File: src/rtl/core/request_frame_receiver_assert.svh
// ----------------------------------------------------------------------------
// Request frame receiver assertion macros
// Concurrent check wrappers for the receiver RTL; empty in synthesis.
// ----------------------------------------------------------------------------
`ifndef REQUEST_FRAME_RECEIVER_ASSERT_SVH
`define REQUEST_FRAME_RECEIVER_ASSERT_SVH

`ifndef SYNTHESIS

// same-cycle implication
`define RFR_ASSERT_NOW(lbl, clk, rstn, ante, cons) \
  lbl: assert property (@(posedge clk) disable iff (!(rstn)) (ante) |-> (cons)) \
    else $error("request_frame_receiver: check failed");

// next-cycle implication
`define RFR_ASSERT_NEXT(lbl, clk, rstn, ante, cons) \
  lbl: assert property (@(posedge clk) disable iff (!(rstn)) (ante) |=> (cons)) \
    else $error("request_frame_receiver: check failed");

`else

`define RFR_ASSERT_NOW(lbl, clk, rstn, ante, cons)
`define RFR_ASSERT_NEXT(lbl, clk, rstn, ante, cons)

`endif

`endif

File: src/rtl/core/rfr_pkg.sv
// ----------------------------------------------------------------------------
// Request frame receiver package
// Shared types, register indexes, phase and status codes.
// ----------------------------------------------------------------------------
package rfr_pkg;

  // default largest accepted payload length
  localparam int MaxPayloadDefault = 256;

  // frame layout
  localparam int HdrBytes = 18;
  localparam int FlMod    = 255;

  // configuration register indexes
  localparam logic [1:0] RegOwnAddress = 2'd0;
  localparam logic [1:0] RegSyncFirst  = 2'd1;
  localparam logic [1:0] RegSyncSecond = 2'd2;

  localparam logic [15:0] OwnAddressReset = 16'd0;
  localparam logic [7:0]  SyncFirstReset  = 8'd80;
  localparam logic [7:0]  SyncSecondReset = 8'd108;

  // frame phases
  localparam logic [2:0] PhHunt1 = 3'd0;
  localparam logic [2:0] PhHunt2 = 3'd1;
  localparam logic [2:0] PhHdr   = 3'd2;
  localparam logic [2:0] PhPay   = 3'd3;
  localparam logic [2:0] PhCkLo  = 3'd4;
  localparam logic [2:0] PhCkHi  = 3'd5;

  // report status codes
  localparam logic [2:0] StOk         = 3'd0;
  localparam logic [2:0] StAddrMiss   = 3'd1;
  localparam logic [2:0] StBadCheck   = 3'd2;
  localparam logic [2:0] StNotRequest = 3'd3;
  localparam logic [2:0] StTooLong    = 3'd4;
  localparam logic [2:0] StUnconfig   = 3'd5;

  // result kinds
  localparam logic KindPayload = 1'b0;
  localparam logic KindReport  = 1'b1;

  localparam int DataW  = 139;
  localparam int TdataW = 144;

  typedef struct packed {
    logic [15:0] own_address;
    logic [7:0]  sync_first;
    logic [7:0]  sync_second;
  } rfr_cfg_t;

  // first member sits in the highest bits: listed from status down
  typedef struct packed {
    logic [2:0]  status;
    logic [15:0] payload_length;
    logic [15:0] param_three;
    logic [15:0] param_two;
    logic [15:0] param_one;
    logic [15:0] command_word;
    logic [15:0] target_address;
    logic [15:0] sender_address;
    logic [15:0] packet_id;
    logic [7:0]  payload_byte;
  } rfr_data_t;

  typedef struct packed {
    logic      kind;
    rfr_data_t data;
  } rfr_result_t;

endpackage

File: src/rtl/core/request_frame_receiver.sv
// ----------------------------------------------------------------------------
// Request frame receiver
// Deframes sync-delimited request frames, passes payload bytes through and
// reports each frame with its header and a status.
// ----------------------------------------------------------------------------
// Takes one byte per clock on the slave stream unless the buffer is full, and
// gives at most one word on the master stream for it, from the output
// register. A two-word output buffer keeps the slave side taking bytes while
// a word waits; the slave side stalls only when both entries are full, so
// it takes one byte per cycle as long as the master side drains words.
// Payload bytes come out with tuser low; a frame report comes out with tuser
// high. Write configuration only while no frame is in progress.
// ----------------------------------------------------------------------------
`include "request_frame_receiver_assert.svh"

module request_frame_receiver #(
  parameter int MAX_PAYLOAD = rfr_pkg::MaxPayloadDefault
) (
  input  logic                      clk_i,
  input  logic                      rst_ni,
  // configuration write port
  input  logic                      cfg_we_i,
  input  logic [1:0]                cfg_addr_i,
  input  logic [15:0]               cfg_wdata_i,
  // byte input stream
  input  logic                      s_axis_tvalid,
  output logic                      s_axis_tready,
  input  logic [7:0]                s_axis_tdata,   // rx_byte
  // result stream
  output logic                      m_axis_tvalid,
  input  logic                      m_axis_tready,
  // tdata from bit 0: payload_byte, packet_id, sender_address, target_address,
  // command_word, param_one, param_two, param_three, payload_length, status
  output logic [rfr_pkg::TdataW-1:0] m_axis_tdata,
  output logic                      m_axis_tuser    // kind
);

  rfr_pkg::rfr_cfg_t    cfg_q;
  rfr_pkg::rfr_result_t res;
  rfr_pkg::rfr_result_t out_q, skid_q;
  logic                 out_vld_q, skid_vld_q;
  logic                 accept, res_valid;

  // configuration registers
  always_ff @(posedge clk_i or negedge rst_ni) begin
    if (!rst_ni) begin
      cfg_q.own_address <= rfr_pkg::OwnAddressReset;
      cfg_q.sync_first  <= rfr_pkg::SyncFirstReset;
      cfg_q.sync_second <= rfr_pkg::SyncSecondReset;
    end else if (cfg_we_i) begin
      unique case (cfg_addr_i)
        rfr_pkg::RegOwnAddress: cfg_q.own_address <= cfg_wdata_i;
        rfr_pkg::RegSyncFirst:  cfg_q.sync_first  <= cfg_wdata_i[7:0];
        rfr_pkg::RegSyncSecond: cfg_q.sync_second <= cfg_wdata_i[7:0];
        default: ;
      endcase
    end
  end

  assign s_axis_tready = !skid_vld_q;
  assign accept        = s_axis_tvalid && s_axis_tready;

  rfr_parser #(
    .MAX_PAYLOAD(MAX_PAYLOAD)
  ) u_parser (
    .clk_i      (clk_i),
    .rst_ni     (rst_ni),
    .valid_i    (accept),
    .byte_i     (s_axis_tdata),
    .cfg_i      (cfg_q),
    .res_valid_o(res_valid),
    .res_o      (res)
  );

  // output register with one skid entry
  always_ff @(posedge clk_i or negedge rst_ni) begin
    if (!rst_ni) begin
      out_vld_q  <= 1'b0;
      skid_vld_q <= 1'b0;
    end else begin
      if (out_vld_q && !m_axis_tready) begin
        if (res_valid) begin
          skid_vld_q <= 1'b1;
        end
      end else if (skid_vld_q) begin
        out_vld_q  <= 1'b1;
        skid_vld_q <= 1'b0;
      end else begin
        out_vld_q <= res_valid;
      end
    end
  end

  always_ff @(posedge clk_i) begin
    if (out_vld_q && !m_axis_tready) begin
      if (res_valid) begin
        skid_q <= res;
      end
    end else if (skid_vld_q) begin
      out_q <= skid_q;
    end else if (res_valid) begin
      out_q <= res;
    end
  end

  assign m_axis_tvalid = out_vld_q;
  assign m_axis_tdata  = {(rfr_pkg::TdataW - rfr_pkg::DataW)'(0), out_q.data};
  assign m_axis_tuser  = out_q.kind;

  // skid entry is only ever used behind a full output register
  `RFR_ASSERT_NOW(a_skid_behind_out, clk_i, rst_ni, skid_vld_q, out_vld_q)
  // a result arriving at a stalled output lands in the skid entry
  `RFR_ASSERT_NEXT(a_stall_to_skid, clk_i, rst_ni, res_valid && out_vld_q && !m_axis_tready, skid_vld_q)
  // input is refused while the skid entry is full
  `RFR_ASSERT_NOW(a_no_accept_full, clk_i, rst_ni, skid_vld_q, !res_valid)

endmodule

File: src/rtl/core/rfr_parser.sv
// ----------------------------------------------------------------------------
// Request frame parser
// Per-byte frame state machine, Fletcher-16 sums and header capture; emits
// at most one result for each accepted byte in the same cycle.
// ----------------------------------------------------------------------------
module rfr_parser #(
  parameter int MAX_PAYLOAD = rfr_pkg::MaxPayloadDefault
) (
  input  logic                clk_i,
  input  logic                rst_ni,
  input  logic                valid_i,
  input  logic [7:0]          byte_i,
  input  rfr_pkg::rfr_cfg_t   cfg_i,
  output logic                res_valid_o,
  output rfr_pkg::rfr_result_t res_o
);

  logic [2:0]  phase_q, phase_d;
  logic [15:0] idx_q, idx_d;
  logic [7:0]  low_q, low_d, high_q, high_d;
  logic [7:0]  chk_q, chk_d;
  logic [7:0]  hdr_lo_q [8];
  logic [7:0]  hdr_hi_q [8];
  logic [7:0]  hdr_lo_d [8];
  logic [7:0]  hdr_hi_d [8];

  logic [8:0]  add1, add2;
  logic [7:0]  s1, s2, s1_start;
  logic [2:0]  wsel;
  logic [15:0] len_d, cmd_d, len_q;
  logic [16:0] pay_next, pay_end;
  logic        res_valid;
  rfr_pkg::rfr_result_t res;

  // running Fletcher sums, mod 255 by one compare and subtract each
  assign add1     = {1'b0, low_q} + {1'b0, byte_i};
  assign s1       = (add1 >= 9'(rfr_pkg::FlMod)) ? 8'(add1 - 9'(rfr_pkg::FlMod)) : add1[7:0];
  assign add2     = {1'b0, high_q} + {1'b0, s1};
  assign s2       = (add2 >= 9'(rfr_pkg::FlMod)) ? 8'(add2 - 9'(rfr_pkg::FlMod)) : add2[7:0];
  assign s1_start = (byte_i == 8'hff) ? 8'd0 : byte_i;

  // header word slot for this byte position
  assign wsel     = 3'(idx_q[4:1] - 4'd1);
  assign len_d    = {hdr_hi_d[7], hdr_lo_d[7]};
  assign cmd_d    = {hdr_hi_d[3], hdr_lo_d[3]};
  assign len_q    = {hdr_hi_q[7], hdr_lo_q[7]};
  assign pay_next = {1'b0, idx_q} + 17'd1;
  assign pay_end  = 17'(rfr_pkg::HdrBytes) + {1'b0, len_q};

  // header byte lanes
  always_comb begin
    for (int k = 0; k < 8; k++) begin
      hdr_lo_d[k] = hdr_lo_q[k];
      hdr_hi_d[k] = hdr_hi_q[k];
    end
    if (phase_q == rfr_pkg::PhHdr) begin
      if (!idx_q[0]) begin
        hdr_lo_d[wsel] = byte_i;
        hdr_hi_d[wsel] = 8'd0;
      end else begin
        hdr_hi_d[wsel] = byte_i;
      end
    end
  end

  // next phase, sums and result
  always_comb begin
    phase_d   = phase_q;
    idx_d     = idx_q;
    low_d     = low_q;
    high_d    = high_q;
    chk_d     = chk_q;
    res_valid = 1'b0;
    res       = '0;
    res.kind  = rfr_pkg::KindReport;
    res.data.packet_id      = {hdr_hi_d[0], hdr_lo_d[0]};
    res.data.sender_address = {hdr_hi_d[1], hdr_lo_d[1]};
    res.data.target_address = {hdr_hi_d[2], hdr_lo_d[2]};
    res.data.command_word   = cmd_d;
    res.data.param_one      = {hdr_hi_d[4], hdr_lo_d[4]};
    res.data.param_two      = {hdr_hi_d[5], hdr_lo_d[5]};
    res.data.param_three    = {hdr_hi_d[6], hdr_lo_d[6]};
    res.data.payload_length = len_d;
    unique case (phase_q)
      rfr_pkg::PhHunt2: begin
        if (byte_i == cfg_i.sync_second) begin
          low_d   = s1;
          high_d  = s2;
          idx_d   = 16'd2;
          phase_d = rfr_pkg::PhHdr;
        end else if (byte_i == cfg_i.sync_first) begin
          low_d   = s1_start;
          high_d  = s1_start;
          idx_d   = 16'd1;
          phase_d = rfr_pkg::PhHunt2;
        end else begin
          idx_d   = 16'd0;
          phase_d = rfr_pkg::PhHunt1;
        end
      end
      rfr_pkg::PhHdr: begin
        low_d  = s1;
        high_d = s2;
        idx_d  = idx_q + 16'd1;
        if (idx_q >= 16'(rfr_pkg::HdrBytes - 1)) begin
          if (cfg_i.own_address == 16'd0) begin
            res_valid       = 1'b1;
            res.data.status = rfr_pkg::StUnconfig;
          end else if (cmd_d[15]) begin
            res_valid       = 1'b1;
            res.data.status = rfr_pkg::StNotRequest;
          end else if (len_d > 16'(MAX_PAYLOAD)) begin
            res_valid       = 1'b1;
            res.data.status = rfr_pkg::StTooLong;
          end else begin
            phase_d = (len_d != 16'd0) ? rfr_pkg::PhPay : rfr_pkg::PhCkLo;
          end
          if (res_valid) begin
            idx_d   = 16'd0;
            phase_d = rfr_pkg::PhHunt1;
          end
        end
      end
      rfr_pkg::PhPay: begin
        low_d  = s1;
        high_d = s2;
        idx_d  = pay_next[15:0];
        if (pay_next >= pay_end) begin
          phase_d = rfr_pkg::PhCkLo;
        end
        res_valid             = 1'b1;
        res                   = '0;
        res.kind              = rfr_pkg::KindPayload;
        res.data.payload_byte = byte_i;
      end
      rfr_pkg::PhCkLo: begin
        chk_d   = byte_i;
        idx_d   = idx_q + 16'd1;
        phase_d = rfr_pkg::PhCkHi;
      end
      rfr_pkg::PhCkHi: begin
        res_valid = 1'b1;
        if (chk_q != low_q || byte_i != high_q) begin
          res.data.status = rfr_pkg::StBadCheck;
        end else if ({hdr_hi_q[2], hdr_lo_q[2]} != cfg_i.own_address) begin
          res.data.status = rfr_pkg::StAddrMiss;
        end else begin
          res.data.status = rfr_pkg::StOk;
        end
        idx_d   = 16'd0;
        phase_d = rfr_pkg::PhHunt1;
      end
      default: begin
        // first-sync hunt, also for codes that mean nothing
        if (byte_i == cfg_i.sync_first) begin
          low_d   = s1_start;
          high_d  = s1_start;
          idx_d   = 16'd1;
          phase_d = rfr_pkg::PhHunt2;
        end else begin
          idx_d   = 16'd0;
          phase_d = rfr_pkg::PhHunt1;
        end
      end
    endcase
  end

  // advance control state on each accepted byte
  always_ff @(posedge clk_i or negedge rst_ni) begin
    if (!rst_ni) begin
      phase_q <= rfr_pkg::PhHunt1;
      idx_q   <= 16'd0;
      low_q   <= 8'd0;
      high_q  <= 8'd0;
      chk_q   <= 8'd0;
    end else if (valid_i) begin
      phase_q <= phase_d;
      idx_q   <= idx_d;
      low_q   <= low_d;
      high_q  <= high_d;
      chk_q   <= chk_d;
    end
  end

  // header storage, undefined until written
  always_ff @(posedge clk_i) begin
    if (valid_i) begin
      for (int k = 0; k < 8; k++) begin
        hdr_lo_q[k] <= hdr_lo_d[k];
        hdr_hi_q[k] <= hdr_hi_d[k];
      end
    end
  end

  assign res_valid_o = valid_i && res_valid;
  assign res_o       = res;

endmodule

File: config.mk
export PLATFORM = sky130hd
export DESIGN_NAME = request_frame_receiver
export DESIGN_NICKNAME = d
export VERILOG_FILES = /design/src/rtl/core/rfr_pkg.sv /design/src/rtl/core/request_frame_receiver.sv /design/src/rtl/core/rfr_parser.sv
export VERILOG_INCLUDE_DIRS = /design/src /design/src/rtl/core
export SDC_FILE = /design/constraint.sdc
export NUM_CORES = 1
export LEC_CHECK = 0
export BUFFER_PORTS_ARGS = -buffer_cell sky130_fd_sc_hd__buf_2
export CORE_MARGIN = 4
export CORE_UTILIZATION = 65
export DETAILED_ROUTE_END_ITERATION = 12
export PLACE_DENSITY = 0.85
export SETUP_SLACK_MARGIN = 0.5
export SYNTH_ARGS = -nofsm -noshare
export SYNTH_HDL_FRONTEND = slang
export SYNTH_SLANG_ARGS = --single-unit
File: constraint.sdc
create_clock -name clk_i -period 28.1 [get_ports clk_i]
set_clock_uncertainty 0.05 [all_clocks]
set_input_delay 2.81 -clock clk_i [delete_from_list [all_inputs] [get_ports clk_i]]
set_output_delay 2.81 -clock clk_i [all_outputs]
set_load 0.005 [all_outputs]
# Yosys cells after proc, flatten, opt, wreduce, memory -nomap -nowiden
# Memories as Yosys holds them, arrays and structs flattened.
# Cells that the tools add are included.
[totals]
register_bits = 357
out_inout_bits = 147
rom_bits = 0
inputBits = 31
ram_bits = 128
latchBits = 0
n_memories = 2
[op_classes]
n_addsub = 8
order_cmp = 7
n_mul = 0
muxes = 55
eq_ne = 19
shifts = 0
bitwise = 5
div_mod_pow = 0
n_reduce_logical = 22
[memory_table]
columns = ["name", "words", "word_bits", "read_ports", "rd_ports_with_merged_regs", "wr", "line", "source"]
rows = [
  ["u_parser.hdr_hi_q", 8, 8, 8, 0, 8, "rfr_parser.sv:23", "logic [7:0] hdr_hi_q [8];"],
  ["u_parser.hdr_lo_q", 8, 8, 8, 0, 8, "rfr_parser.sv:22", "logic [7:0] hdr_lo_q [8];"],
]
[op_table]
columns = ["cell", "n"]
rows = [
  ["$mux W140", 2],
  ["$mux W64", 4],
  ["$mux W136", 1],
  ["$bwmux W64", 2],
  ["$pmux W16 S5", 1],
  ["$and A64 B64 Y64", 1],
  ["$mux W8", 8],
  ["$not A64 Y64", 1],
  ["$mux W16", 3],
  ["$pmux W8 S3", 2],
  ["$mux W3", 13],
  ["$demux W8 S3", 1],
  ["$add A8 B8 Y9", 2],
  ["$ge A9 B8 Y1 const B", 2],
  ["$add A16 B1 Y17 const B", 1],
  ["$add A5 B16 Y17 const A", 1],
  ["$ge A17 B17 Y1", 1],
  ["$add A16 B1 Y16 const B", 1],
  ["$eq A8 B8 Y1", 2],
  ["$ge A16 B5 Y1 const B", 1],
  ["$gt A16 B9 Y1 const B", 1],
  ["$logic_not A16 Y1", 1],
  ["$ne A16 B16 Y1", 1],
  ["$ne A8 B8 Y1", 2],
  ["28 further kinds", 61],
]

# Longest topological paths before layout
# Gate-level depths: netlist of the first run.
[logic_depth]
ltp_word = 21
mapped_depth = 19
ltp_nobuf = 19

# By module
# From an unflattened synthesis of the first run, not the netlist that was laid out.
[unflattened]
cells_unflattened = 1613
area_unflattened_um2 = 22939.5
[modules_own_cells]
columns = ["module", "area_per_inst_um2", "instances", "cells_each"]
rows = [
  ["rfr_parser", 11509.8, 1, 1092],
  ["request_frame_receiver", 11429.7, 1, 521],
]

# Least setup slack after synthesis of the first run
# No wires, ideal clock.
[synth_timing]
path_type = "in2reg"
from = "input port s_axis_tdata[7]"
to = "register skid_q[0] (netlist name) (enable)"
setup_ns = 0.840
setup_slack_ns = 12.951
path_stages = 7
path_buffers = 1
required_time_ns = 27.210
arrival_time_ns = 14.259
path_cell_list = "clkbuf_1 > nand2_1 > nor4_1 > a211oi_1 > o2111ai_1 > a31o_2 > nor3b_1"
[synth_via]
elab_chain_len = 13
elab_cells_between_ends = 16
[synth_lines]
columns = ["item", "line", "source"]
rows = [
  ["from (decl)", "request_frame_receiver.sv:28", "input logic [7:0] s_axis_tdata,"],
  ["$bwmux W64, on equally long branches", "rfr_parser.sv:58, rfr_parser.sv:61", ""],
  ["$mux W64", "rfr_parser.sv:57", "if (!idx_q[0]) begin"],
  ["$mux W64", "rfr_parser.sv:56", "if (phase_q == rfr_pkg::PhHdr) begin"],
  ["$gt A16 B9 Y1", "rfr_parser.sv:112", "end else if (len_d > 16'(MAX_PAYLOAD)) begin"],
  ["$mux W1", "rfr_parser.sv:112", ""],
  ["$mux W1 *", "rfr_parser.sv:109", "end else if (cmd_d[15]) begin"],
  ["$mux W1 *", "rfr_parser.sv:106", "if (cfg_i.own_address == 16'd0) begin"],
  ["$mux W1 *", "rfr_parser.sv:105", "if (idx_q >= 16'(rfr_pkg::HdrBytes - 1)) begin"],
  ["$mux W1 *", "rfr_parser.sv:84", "unique case (phase_q)"],
  ["$mux W1 *", "rfr_parser.sv:105", ""],
  ["$pmux W1 S2 *", "rfr_parser.sv:84", ""],
  ["$logic_and A1 B1 Y1 *", "rfr_parser.sv:195", "assign res_valid_o = valid_i && res_valid;"],
  ["$reduce_and A2 Y1 (no source line) *", "--", ""],
  ["to (signal assigned)", "request_frame_receiver.sv:97", "skid_q <= res;"],
  ["to (decl)", "request_frame_receiver.sv:40", "rfr_pkg::rfr_result_t out_q, skid_q;"],
]
# Every way passes the cells marked *; elsewhere a longest branch is shown, timed or not. The select of a mux whose other input is x is not followed.
# A chain may end at the register's enable or synchronous reset.

# Worst setup path after layout of the first run
[layout_timing]
from = "input port s_axis_tdata[0]"
to = "register u_parser.high_q[2]"
[layout_via]
elab_chain_len = 8
elab_cells_between_ends = 15
[layout_lines]
columns = ["item", "line", "source"]
rows = [
  ["$add A8 B8 Y9", "rfr_parser.sv:36", "assign add1 = {1'b0, low_q} + {1'b0, byte_i};"],
  ["$sub A8 B8 Y8 / $ge A9 B8 Y1 (equally long branches)", "rfr_parser.sv:37", "assign s1 = (add1 >= 9'(rfr_pkg::FlMod)) ? 8'(add1 - 9'(rfr_pkg::FlMod)) : add1[7:0];"],
  ["$mux W8", "rfr_parser.sv:37", ""],
  ["$add A8 B8 Y9", "rfr_parser.sv:38", "assign add2 = {1'b0, high_q} + {1'b0, s1};"],
  ["$sub A8 B8 Y8 / $ge A9 B8 Y1 (equally long branches)", "rfr_parser.sv:39", "assign s2 = (add2 >= 9'(rfr_pkg::FlMod)) ? 8'(add2 - 9'(rfr_pkg::FlMod)) : add2[7:0];"],
  ["$mux W8", "rfr_parser.sv:39", ""],
  ["$mux W8", "rfr_parser.sv:86", "if (byte_i == cfg_i.sync_second) begin"],
  ["$pmux W8 S3 *", "rfr_parser.sv:84", ""],
  ["to (signal assigned)", "rfr_parser.sv:180", "high_q <= high_d;"],
  ["to (decl)", "rfr_parser.sv:20", "logic [7:0] low_q, low_d, high_q, high_d;"],
]
# Every way passes the cells marked *; elsewhere a longest branch is shown, timed or not.

==> impl_metrics.yaml, run 1 <==
synth:
  synth_xor_area_share_pct: 3.170
  ys_types: 79
  synth_edf_count: 408
  ys_async_sr_fraction_pct: 15.88
  muxShareOfSynthArea_pct: 6.368
  synth_seq_cells: 485
  syn_avg_cell_area_sq_um: 11.94
  synth_compound_area_share_pct: 10.62
  ys_warn_count: 0
  syn_area_sq_mm: 0.02293
  yosys.area_share.adder_pct: 2.412
  syn_inst: 1920
  synth_flop_cell: "edfxtp_1"
  yosysSeqAreaShare_pct: 61.87
  synth-simple-area-share_pct: 11.05
  synth_top_family_by_area: "simple AND/OR/NAND/NOR gates"
final_layout:
  fin_cells: 2546
  nNetsFinal: 2127
  drive_gt1_share_pct: 16.74
  area_growth_pct: 11.66
  antenna-diode-count: 0
  layout_commonest_cell: "edfxtp_1"
  layout_common_cells: "408 x edfxtp_1, 215 x nor2_1, 196 x nand2_1"
floorplan:
  die_y_um: 195.8
  start_util_pct: 66.05
  ioPinCount: 178
  rows: 68
  die_w_um: 195.8
  coreArea_sq_mm: 0.03471
  dieArea_sq_mm: 0.03835
timing:
  min_period_ns: 8.180
  slew_headroom_pct: 18.03
  setup_tns_ns: 0
  post-route-period-util_pct: 29.11
  setup_slack_ns: 19.92
  setup_viol: 0
  hold_viol: 0
  max_freq_mhz: 122.3
  worst_slew_pin_slew_ns: 1.230
  rsz0062_at_grt: "no"
  drv_slew: 0
grt:
  grt_first_pass_wirelength_um: 85790
  gr-usage-all-layers_pct: 28.16
  grt_pass1_vias: 15257
  grt_max_degree: 124
  grt-ovfl-total: 0
  antenna_found_initial: 0
place:
  dp_hpwl_um: 35750
  pre_cts_ws_ns: 19.42
  placed_cells: 2458
  portBuffers: 172
  gp_congestion: 0.8933
worst_setup_path:
  required_ns: 28.49
  crit_fanout: 20
  crit_type: "in -> reg"
  cp-startpoint: "s_axis_tdata[0]"
  cp-end-kind: "flip-flop"
  arrival_ns: 8.57
  worstReg2RegStart: "u_parser.low_q[0]"
  critPathLaunchType: "input port"
clock_network:
  post_cts_resized: 0
  cts_root_buf: "clkbuf_16"
  h-tree-depth: 2
  clock_path_buffers: 3
  cts_tree: "done"
  cts_buffers: 48
  clk_transition_reported_paths_ns: 0.07
  postCtsHoldBufs: 0
  cts_setup_buffers: 0
  clkLatencyLatePin_ns: 0.57
  clock-sinks: 485
run_status:
  status: "complete, no violations"
route:
  vias: 15697
  vias_per_cell: 6.165
  dr.pass1.iters: 7
  drc_errors: 0
  drt-total-wl_um: 55080
  drt_iter0_drc: 1705
  wl_per_cell_um: 21.63
  ant_nets: 0
power_and_ir_drop:
  power_density_mw_per_mm2: 99.16
  peakVddDrop_mv: 0.08853
  fin_total_pwr_mw: 2.539
  power_leakage_nw: 9.764
min_path:
  hold_path_startpoint: "skid_q[135]"
  hp-class: "reg -> reg"
job:
  max-cap-violations: 0
[registers in the layout, indices dropped and copies added (netlist names)]
register           flops
cfg_q                 32
m_axis_tdata         139
m_axis_tuser           1
m_axis_tvalid          1
skid_q               140
skid_vld_q             1
u_parser.chk_q         8
u_parser.hdr_hi_q     64
u_parser.hdr_lo_q     64
u_parser.high_q        8
u_parser.idx_q        16
u_parser.low_q         8
u_parser.phase_q       3
[Yosys cell counts (4+ instances only)]
cell | number | area share (%)
a211o_1 | 7 | 0.27
a211oi_1 | 15 | 0.49
a21o_1 | 13 | 0.43
a21oi_1 | 74 | 1.6
a221oi_1 | 6 | 0.23
a22o_1 | 4 | 0.15
a31oi_1 | 7 | 0.19
a32o_1 | 6 | 0.26
a41oi_1 | 4 | 0.15
and2_1 | 15 | 0.41
and3_1 | 18 | 0.49
buf_4 | 6 | 0.20
clkbuf_1 | 99 | 1.6
dfrtp_1 | 71 | 7.7
dfstp_2 | 6 | 0.69
edfxtp_1 | 408 | 53
ha_1 | 41 | 2.2
inv_1 | 148 | 2.4
mux2_2 | 51 | 2.5
mux2i_1 | 84 | 3.7
nand2_1 | 196 | 3.2
nand2b_1 | 8 | 0.22
nand3_1 | 23 | 0.50
nand4_1 | 15 | 0.41
nor2_1 | 215 | 3.5
nor2_2 | 5 | 0.14
nor2b_1 | 9 | 0.25
nor3_1 | 11 | 0.24
nor4_1 | 20 | 0.55
o2111ai_1 | 4 | 0.15
o211ai_1 | 6 | 0.20
o21a_1 | 10 | 0.33
o21ai_0 | 24 | 0.52
o31ai_1 | 132 | 4.3
or2_2 | 6 | 0.16
or3_1 | 7 | 0.19
xnor2_1 | 51 | 1.9
xor2_1 | 32 | 1.2
[cell families (layout without fill, tap and decap cells)]
| logic type | count (synthesis) | in the layout |
|---|---|---|
| xor gates and xnor gates | 83 | 83 |
| muxes | 137 | 137 |
| adders and majority gates | 43 | 43 |
| DFF | 485 | 485 |
| and+or+nand+nor | 567 | 567 |
| other | 1 | 5 |
| AOI/OAI and AO/OA | 343 | 343 |
| buffers and inverters | 261 | 428 |
[per-stage QoR]
stage          instance area (sq um)  hold slack (ns)  util, %
3_3_place_gp                   24090           0.4567    69.39
2_1_floorplan                  22940           0.4446        -
4_1_cts                        25600           0.4773    73.75
6_report                       25600           0.4751    73.75
5_1_grt                        25600           0.4881    73.75
3_5_place_dp                   24090           0.4612    69.39
[per-layer routing]
layer	up-vias	track usage (%)	part of all wire, %
met4	0	9.413	3.4
li1	7192	-	-
met5	-	0	0
met1	7647	39.49	40
met2	725	45.81	49
met3	133	4.362	7.5
[worst max-delay path: stages]
cell	delay [ns]
buf_2	0.29
ha_1	0.36
fa_1	0.47
a211oi_1	0.34
o21a_1	0.19
o221ai_1	0.25
nand4b_1	0.30
o31ai_4	0.47
xor2_1	0.27
ha_1	0.25
inv_1	0.07
fa_1	0.39
nor2b_1	0.18
o21ai_0	0.09
a21oi_1	0.35
nor4bb_1	0.66
o211ai_1	0.38
a221oi_1	0.34
o31ai_1	0.09
[path summary, 6_finish.rpt]
check                      slack (ns)            endpoint  cells past startpoint
min reg2reg                      0.48   m_axis_tdata[135]                      2
min in group asynchronous        2.38  u_parser.high_q[4]                      1
max                             19.92  u_parser.high_q[2]                     19
max reg2reg                     22.15  u_parser.high_q[2]                     18
min                              0.48   m_axis_tdata[135]                      2
max in group asynchronous       24.84          skid_vld_q                      1
[report_power, final]
group / internal (mW) / leakage, nW / switching (mW)
clock network: 0.354 / 0.741 / 0.268
logic: 0.314 / 4.27 / 0.565
registers: 0.965 / 4.75 / 0.0716
total: 1.63 / 9.76 / 0.905
[cell type report]
type | count | area (sq um)
multi-input cells | 1178 | 7755
clock buffers | 65 | 1305
repair buffers | 192 | 1013
well taps | 455 | 569.3
inverters | 148 | 560.5
flip-flops and latches | 485 | 14190
fillers | 2270 | 9111
clock inverters | 23 | 209.0
(Power assumes the default switching activity.)
==> run 2, diff against run 1 <==
CORE_UTILIZATION = 60   (was 65)
PLACE_DENSITY = 0.8   (was 0.85)
clock period = 7.6 ns   (was 28.1 ns; I/O delays follow)
==> run 2 against run 1 <==
Against the previous run:
- design area up 0.27%
- utilization down 5.6 points
- largest cell class unchanged
- critical endpoint unchanged
- first-iteration DRC count down 4.0%
- register-to-register slack worse by 20 ns
- die area up 8.0%
- sequential share of layout area down 0.15 points
- highest routed layer unchanged
- sequential power rose to 3.7 times the previous value
- total power rose to 3.7 times the previous value
- cell count up 2.2%
==> impl_metrics.yaml, run 2 (same netlist as run 1, synthesis figures left out) <==
worst_setup_path:
  arrival_ns: 6.25
  worstReg2RegStart: "u_parser.low_q[0]"
  r2r-end: "u_parser.high_q[2]"
  cp-end-kind: "flip-flop"
  worst-r2r-setup-slack_ns: 1.75
  rr_worst_depth: 18
  crit_type: "reg -> reg"
  required_ns: 8.00
  crit_end: "u_parser.high_q[2]"
  critPathLaunchType: "flip-flop"
  cp-startpoint: "u_parser.low_q[0]"
  crit_fanout: 9
grt:
  grt-ovfl-total: 0
  grt_max_degree: 103
  grt_pass1_vias: 15061
  gr-usage-all-layers_pct: 25.93
  antenna_found_initial: 1
  grt_first_pass_wirelength_um: 85010
floorplan:
  rows: 71
  die_y_um: 203.5
  coreArea_sq_mm: 0.03767
  die_w_um: 203.5
  ioPinCount: 178
  start_util_pct: 60.88
  dieArea_sq_mm: 0.04141
power_and_ir_drop:
  combPwrFrac_pct: 34.4
  power_leakage_nw: 9.771
  switching_share_pct: 35.37
  peakVddDrop_mv: 0.2198
  p_sw_mw: 3.286
  power_frac_clock_pct: 24.2
  p_int_mw: 6.005
  seq_power_share_pct: 41.4
  fin_total_pwr_mw: 9.291
  power_density_mw_per_mm2: 361.9
timing:
  hold_slack_ns: 0.3187
  worst_slew_pin_slew_ns: 1.239
  setup_slack_ns: 1.750
  rsz0062_at_grt: "no"
  setup_tns_ns: 0
  setup_viol: 0
  max_freq_mhz: 170.9
  slew_headroom_pct: 17.02
  post-route-period-util_pct: 76.98
  min_period_ns: 5.850
  drv_slew: 0
  hold_viol: 0
route:
  vias: 15532
  wl_per_cell_um: 21.07
  vias_per_cell: 5.967
  drt_iter0_drc: 1636
  ant_nets: 0
  dr.pass1.iters: 6
  drc_errors: 0
  drt-total-wl_um: 54850
final_layout:
  top_register: "skid_q"
  nNetsFinal: 2131
  largest_reg_flops: 140
  drive_gt1_share_pct: 16.73
  area_growth_pct: 11.96
  layout_common_cells: "408 x edfxtp_1, 215 x nor2_1, 196 x nand2_1"
  layout_commonest_cell: "edfxtp_1"
  antenna-diode-count: 0
  fin_cells: 2603
place:
  gp_congestion: 0.8782
  dp_hpwl_um: 34960
  placed_cells: 2518
  portBuffers: 172
  pre_cts_ws_ns: 1.406
clock_network:
  clock_path_buffers: 3
  cts_tree: "done"
  clock-sinks: 485
  cts_root_buf: "clkbuf_16"
  h-tree-depth: 2
  post_cts_resized: 0
  clkLatencyLatePin_ns: 0.58
  cts_setup_buffers: 0
  clk_transition_reported_paths_ns: 0.07
  cts_buffers: 48
  postCtsHoldBufs: 0
job:
  max-cap-violations: 0
min_path:
  hp-class: "in -> async"
run_status:
  status: "complete, no violations"
## run 2: how the worst min path moves through the flow
| stage | slack [ns] | start | end | depth (start not counted) |
|---|---|---|---|---|
| after CTS | 0.35 | rst_ni | u_parser.low_q[0] | 1 |
| after global placement | 0.46 | skid_q[37] | m_axis_tdata[37] | 2 |
| final | 0.32 | rst_ni | u_parser.low_q[0] | 1 |
| after detailed placement | 0.46 | skid_q[19] | m_axis_tdata[19] | 2 |
| after floorplan | 0.41 | rst_ni | cfg_q[0] | 0 |
| after global routing | 0.37 | cfg_wdata_i[10] | cfg_q[26] | 2 |
## run 2: final cells by class
class,instances,area [sq um]
clock buffer,67,1313
clock inverter,18,156.4
fill,2774,11990
inverter,148,560.5
multi-input combinational,1178,7770
sequential,485,14190
tap,511,639.4
timing repair buffer,196,1044
## run 2: metal layers
| metal | track usage (%) | vias up | part of all wire [%] |
|---|---|---|---|
| met5 | 0 | - | 0 |
| met4 | 6.866 | 0 | 2.3 |
| met3 | 4.532 | 103 | 8.2 |
| met2 | 41.81 | 671 | 48 |
| met1 | 37.16 | 7554 | 42 |
| li1 | - | 7204 | - |
## run 2: per-stage QoR
step	util (%)	cell area, sq um
after detailed placement	64.26	24200
after global placement	64.26	24200
after floorplan	-	22960
after global routing	68.16	25670
final	68.16	25670
after CTS	68.16	25670
## run 2: critical path, cell delays in order (launching register included)
cell and delay [ns]:
dfrtp_1 0.44, ha_1 0.26, fa_1 0.46, a211oi_1 0.31, o21a_1 0.19, o221ai_1 0.24, nand4b_1 0.30, o31ai_4 0.47
xor2_1 0.24, ha_1 0.23, inv_1 0.06, fa_1 0.40, nor2b_1 0.16, o21ai_0 0.09, a21oi_1 0.35, nor4bb_1 0.63
o211ai_1 0.37, a221oi_1 0.33, o31ai_1 0.11
## run 2: power groups by stage
stage / combinational (mW) / sequential (mW) / clock (mW)
after CTS: 3.17 / 3.84 / 2.27
after detailed placement: 3.14 / 3.89 / 0
after floorplan: 2.31 / 3.83 / 0
final: 3.20 / 3.84 / 2.25
after global routing: 3.53 / 3.88 / 2.38
after global placement: 3.04 / 3.88 / 0
==> run 3, diff against run 2 <==
ABC_AREA = 1   (was not set)
CORE_UTILIZATION = 61   (was 60)
PLACE_DENSITY = 0.81   (was 0.8)
clock period = 6.1 ns   (was 7.6 ns; I/O delays follow)
==> run 3 against run 2 <==
Against the previous run:
- total power decreased by 12%
- register-to-register slack got worse by 0.77 ns
- utilization increased by 1.5 points
- non-clock buffer count decreased by 10
- cell count increased by 21%
- critical endpoint is now skid_q[113]
- die area increased by 0.82%
- global-route usage increased by 1.4 points
==> impl_metrics.yaml, run 3 <==
run_status:
  status: "complete, no violations"
timing:
  post-route-period-util_pct: 83.90
  setup_viol: 0
  hold_viol: 0
  min_period_ns: 5.118
  setup_tns_ns: 0
  setup_slack_ns: 0.9824
  rsz0062_at_grt: "no"
  slew_headroom_pct: 25.07
  max_freq_mhz: 195.4
  worst_slew_pin_slew_ns: 1.124
  drv_slew: 0
final_layout:
  largest_reg_flops: 140
  area_growth_pct: 12.06
  layout_commonest_cell: "nand2_1"
  design_area_sq_mm: 0.02635
  antenna-diode-count: 0
  top_register: "skid_q"
  num-fill-cells: 2776
  drive_gt1_share_pct: 13.89
  layout_common_cells: "754 x nand2_1, 408 x edfxtp_1, 310 x inv_1"
  utilization_pct: 69.62
  regArea_sq_mm: 0.01419
  multi_input_area_sq_mm: 0.007742
  nNetsFinal: 2679
worst_setup_path:
  worstPathCellList: "inv_4 -> nand2_1 -> inv_4 -> nand2_1 -> nor2_4 -> buf_4"
  path_depth: 6
  arrival_ns: 5.26
  rr_worst_depth: 6
  cp-end-kind: "flip-flop"
  crit_type: "reg -> reg"
  max_stage_delay_ns: 0.83
  critPathLaunchType: "flip-flop"
  critPathTopFamily: "buffers and inverters"
  crit_buf_inv: 3
  required_ns: 6.25
  cp_slowest_cell: "buf_4"
  crit_fanout: 91
clock_network:
  cts_root_buf: "clkbuf_16"
  cts_buffers: 48
  clkLatencyLatePin_ns: 0.58
  clock_path_buffers: 3
  h-tree-depth: 2
  clock-sinks: 485
  clk_transition_reported_paths_ns: 0.06
  cts_tree: "done"
  cts_setup_buffers: 0
place:
  postPlaceCellArea_sq_mm: 0.02476
  dp_hpwl_um: 38790
  portBuffers: 172
  gp_congestion: 0.9087
  pre_cts_ws_ns: 0.5348
synth:
  synth_compound_area_share_pct: 6.679
  synth_top_family_by_area: "simple AND/OR/NAND/NOR gates"
  yosysSeqAreaShare_pct: 60.34
  synth-simple-area-share_pct: 20.65
  synth_edf_count: 408
  synth_seq_cells: 485
  yosysTopAreaCellShare_pct: 52.11
  ys_types: 54
  synth_xor_area_share_pct: 2.645
  post-synth-top-count-cell: "nand2_1"
  synth_flop_cell: "edfxtp_1"
  synth_area_leader_cell: "edfxtp_1"
  ys_async_sr_fraction_pct: 15.88
  syn_inst: 2463
  ys_warn_count: 0
  synthTopCellsByCount: "755 x nand2_1, 408 x edfxtp_1, 310 x inv_1"
  yosys.area_share.adder_pct: 2.352
  netlist_top_cells_area: "edfxtp_1 52%, nand2_1 12%, dfrtp_1 7.6%"
  muxShareOfSynthArea_pct: 0.3832
  syn_area_sq_mm: 0.02351
  syn_avg_cell_area_sq_um: 9.546
route:
  vias: 17401
  vias_per_cell: 5.519
  drc_errors: 0
  wl_per_cell_um: 18.15
  dr.pass1.iters: 6
  drt_iter0_drc: 1844
  drt-total-wl_um: 57230
  ant_nets: 0
power_and_ir_drop:
  power_leakage_nw: 11.17
  power_density_mw_per_mm2: 309.0
  peakVddDrop_mv: 0.1996
floorplan:
  die_y_um: 204.3
  dieArea_sq_mm: 0.04175
  ioPinCount: 178
  coreArea_sq_mm: 0.03784
  die_w_um: 204.3
  rows: 71
  start_util_pct: 62.13
grt:
  grt_first_pass_wirelength_um: 90470
  grt_pass1_vias: 16876
  grt_max_degree: 103
  gr-usage-all-layers_pct: 27.29
  antenna_found_initial: 0
  grt-ovfl-total: 0
min_path:
  min_path_cells: 2
  hp-class: "in -> reg"
job:
  max-cap-violations: 0
[run 3: logic make-up after synthesis]
family          after synthesis
fa+ha+maj                    43
simple gates               1157
xor+xnor                     71
flops                       485
buf+inv                     423
mux                           8
other cells                   1
compound gates              275
[run 3: repair_timing]
action,in CTS,in global routing
endpoints found under the setup margin,0,8
hold endpoints to repair,3,0
hold buffers,1,0
resized for setup,0,2
[run 3: area by class of cell]
type | instances | area share, %
sequential | 485 | 53.86
timing repair buffer | 186 | 3.733
clock inverter | 23 | 0.8073
tap | 511 | 2.427
clock buffer | 64 | 5.138
multi-input combinational | 1559 | 29.39
inverter | 325 | 4.654
[run 3: power breakdown]
group | total [mW] | switching (mW) | internal, mW | leakage (nW)
sequential | 3.79 | 0.105 | 3.69 | 4.36
clock | 2.97 | 1.24 | 1.72 | 0.771
combinational | 1.38 | 0.889 | 0.494 | 6.04
total | 8.14 | 2.24 | 5.90 | 11.2
[run 3: worst paths after layout]
check	from	end	slack, ns
worst max register to register	skid_vld_q	skid_q[113]	0.98
min in group asynchronous	rst_ni	u_parser.high_q[5]	0.30
max in group asynchronous	rst_ni	skid_vld_q	4.45
worst min-delay path	cfg_wdata_i[9]	cfg_q[25]	0.24
worst min register to register	cfg_q[6]	cfg_q[6]	0.46
worst max-delay path	skid_vld_q	skid_q[113]	0.98
[run 3: metal layers]
| layer | share of wire (%) | routed length (um) | track usage [%] |
|---|---|---|---|
| met1 | 42 | 23890 | 38.34 |
| met2 | 47 | 26810 | 43.88 |
| met3 | 7.9 | 4511 | 4.570 |
| met4 | 3.5 | 2012 | 9.285 |
| met5 | 0 | 0 | 0 |
[run 3: per-stage QoR]
| stage | hold WS (ns) | cells | power [mW] |
|---|---|---|---|
| final | 0.2427 | 3153 | 8.140 |
| after global routing | 0.2377 | 3153 | 8.526 |
| after CTS | 0.2272 | 3153 | 8.143 |
| after detailed placement | 0.3607 | 3065 | 5.216 |
| after global placement | 0.3600 | 3065 | 5.180 |
| after floorplan | 0.2644 | 2467 | 4.899 |
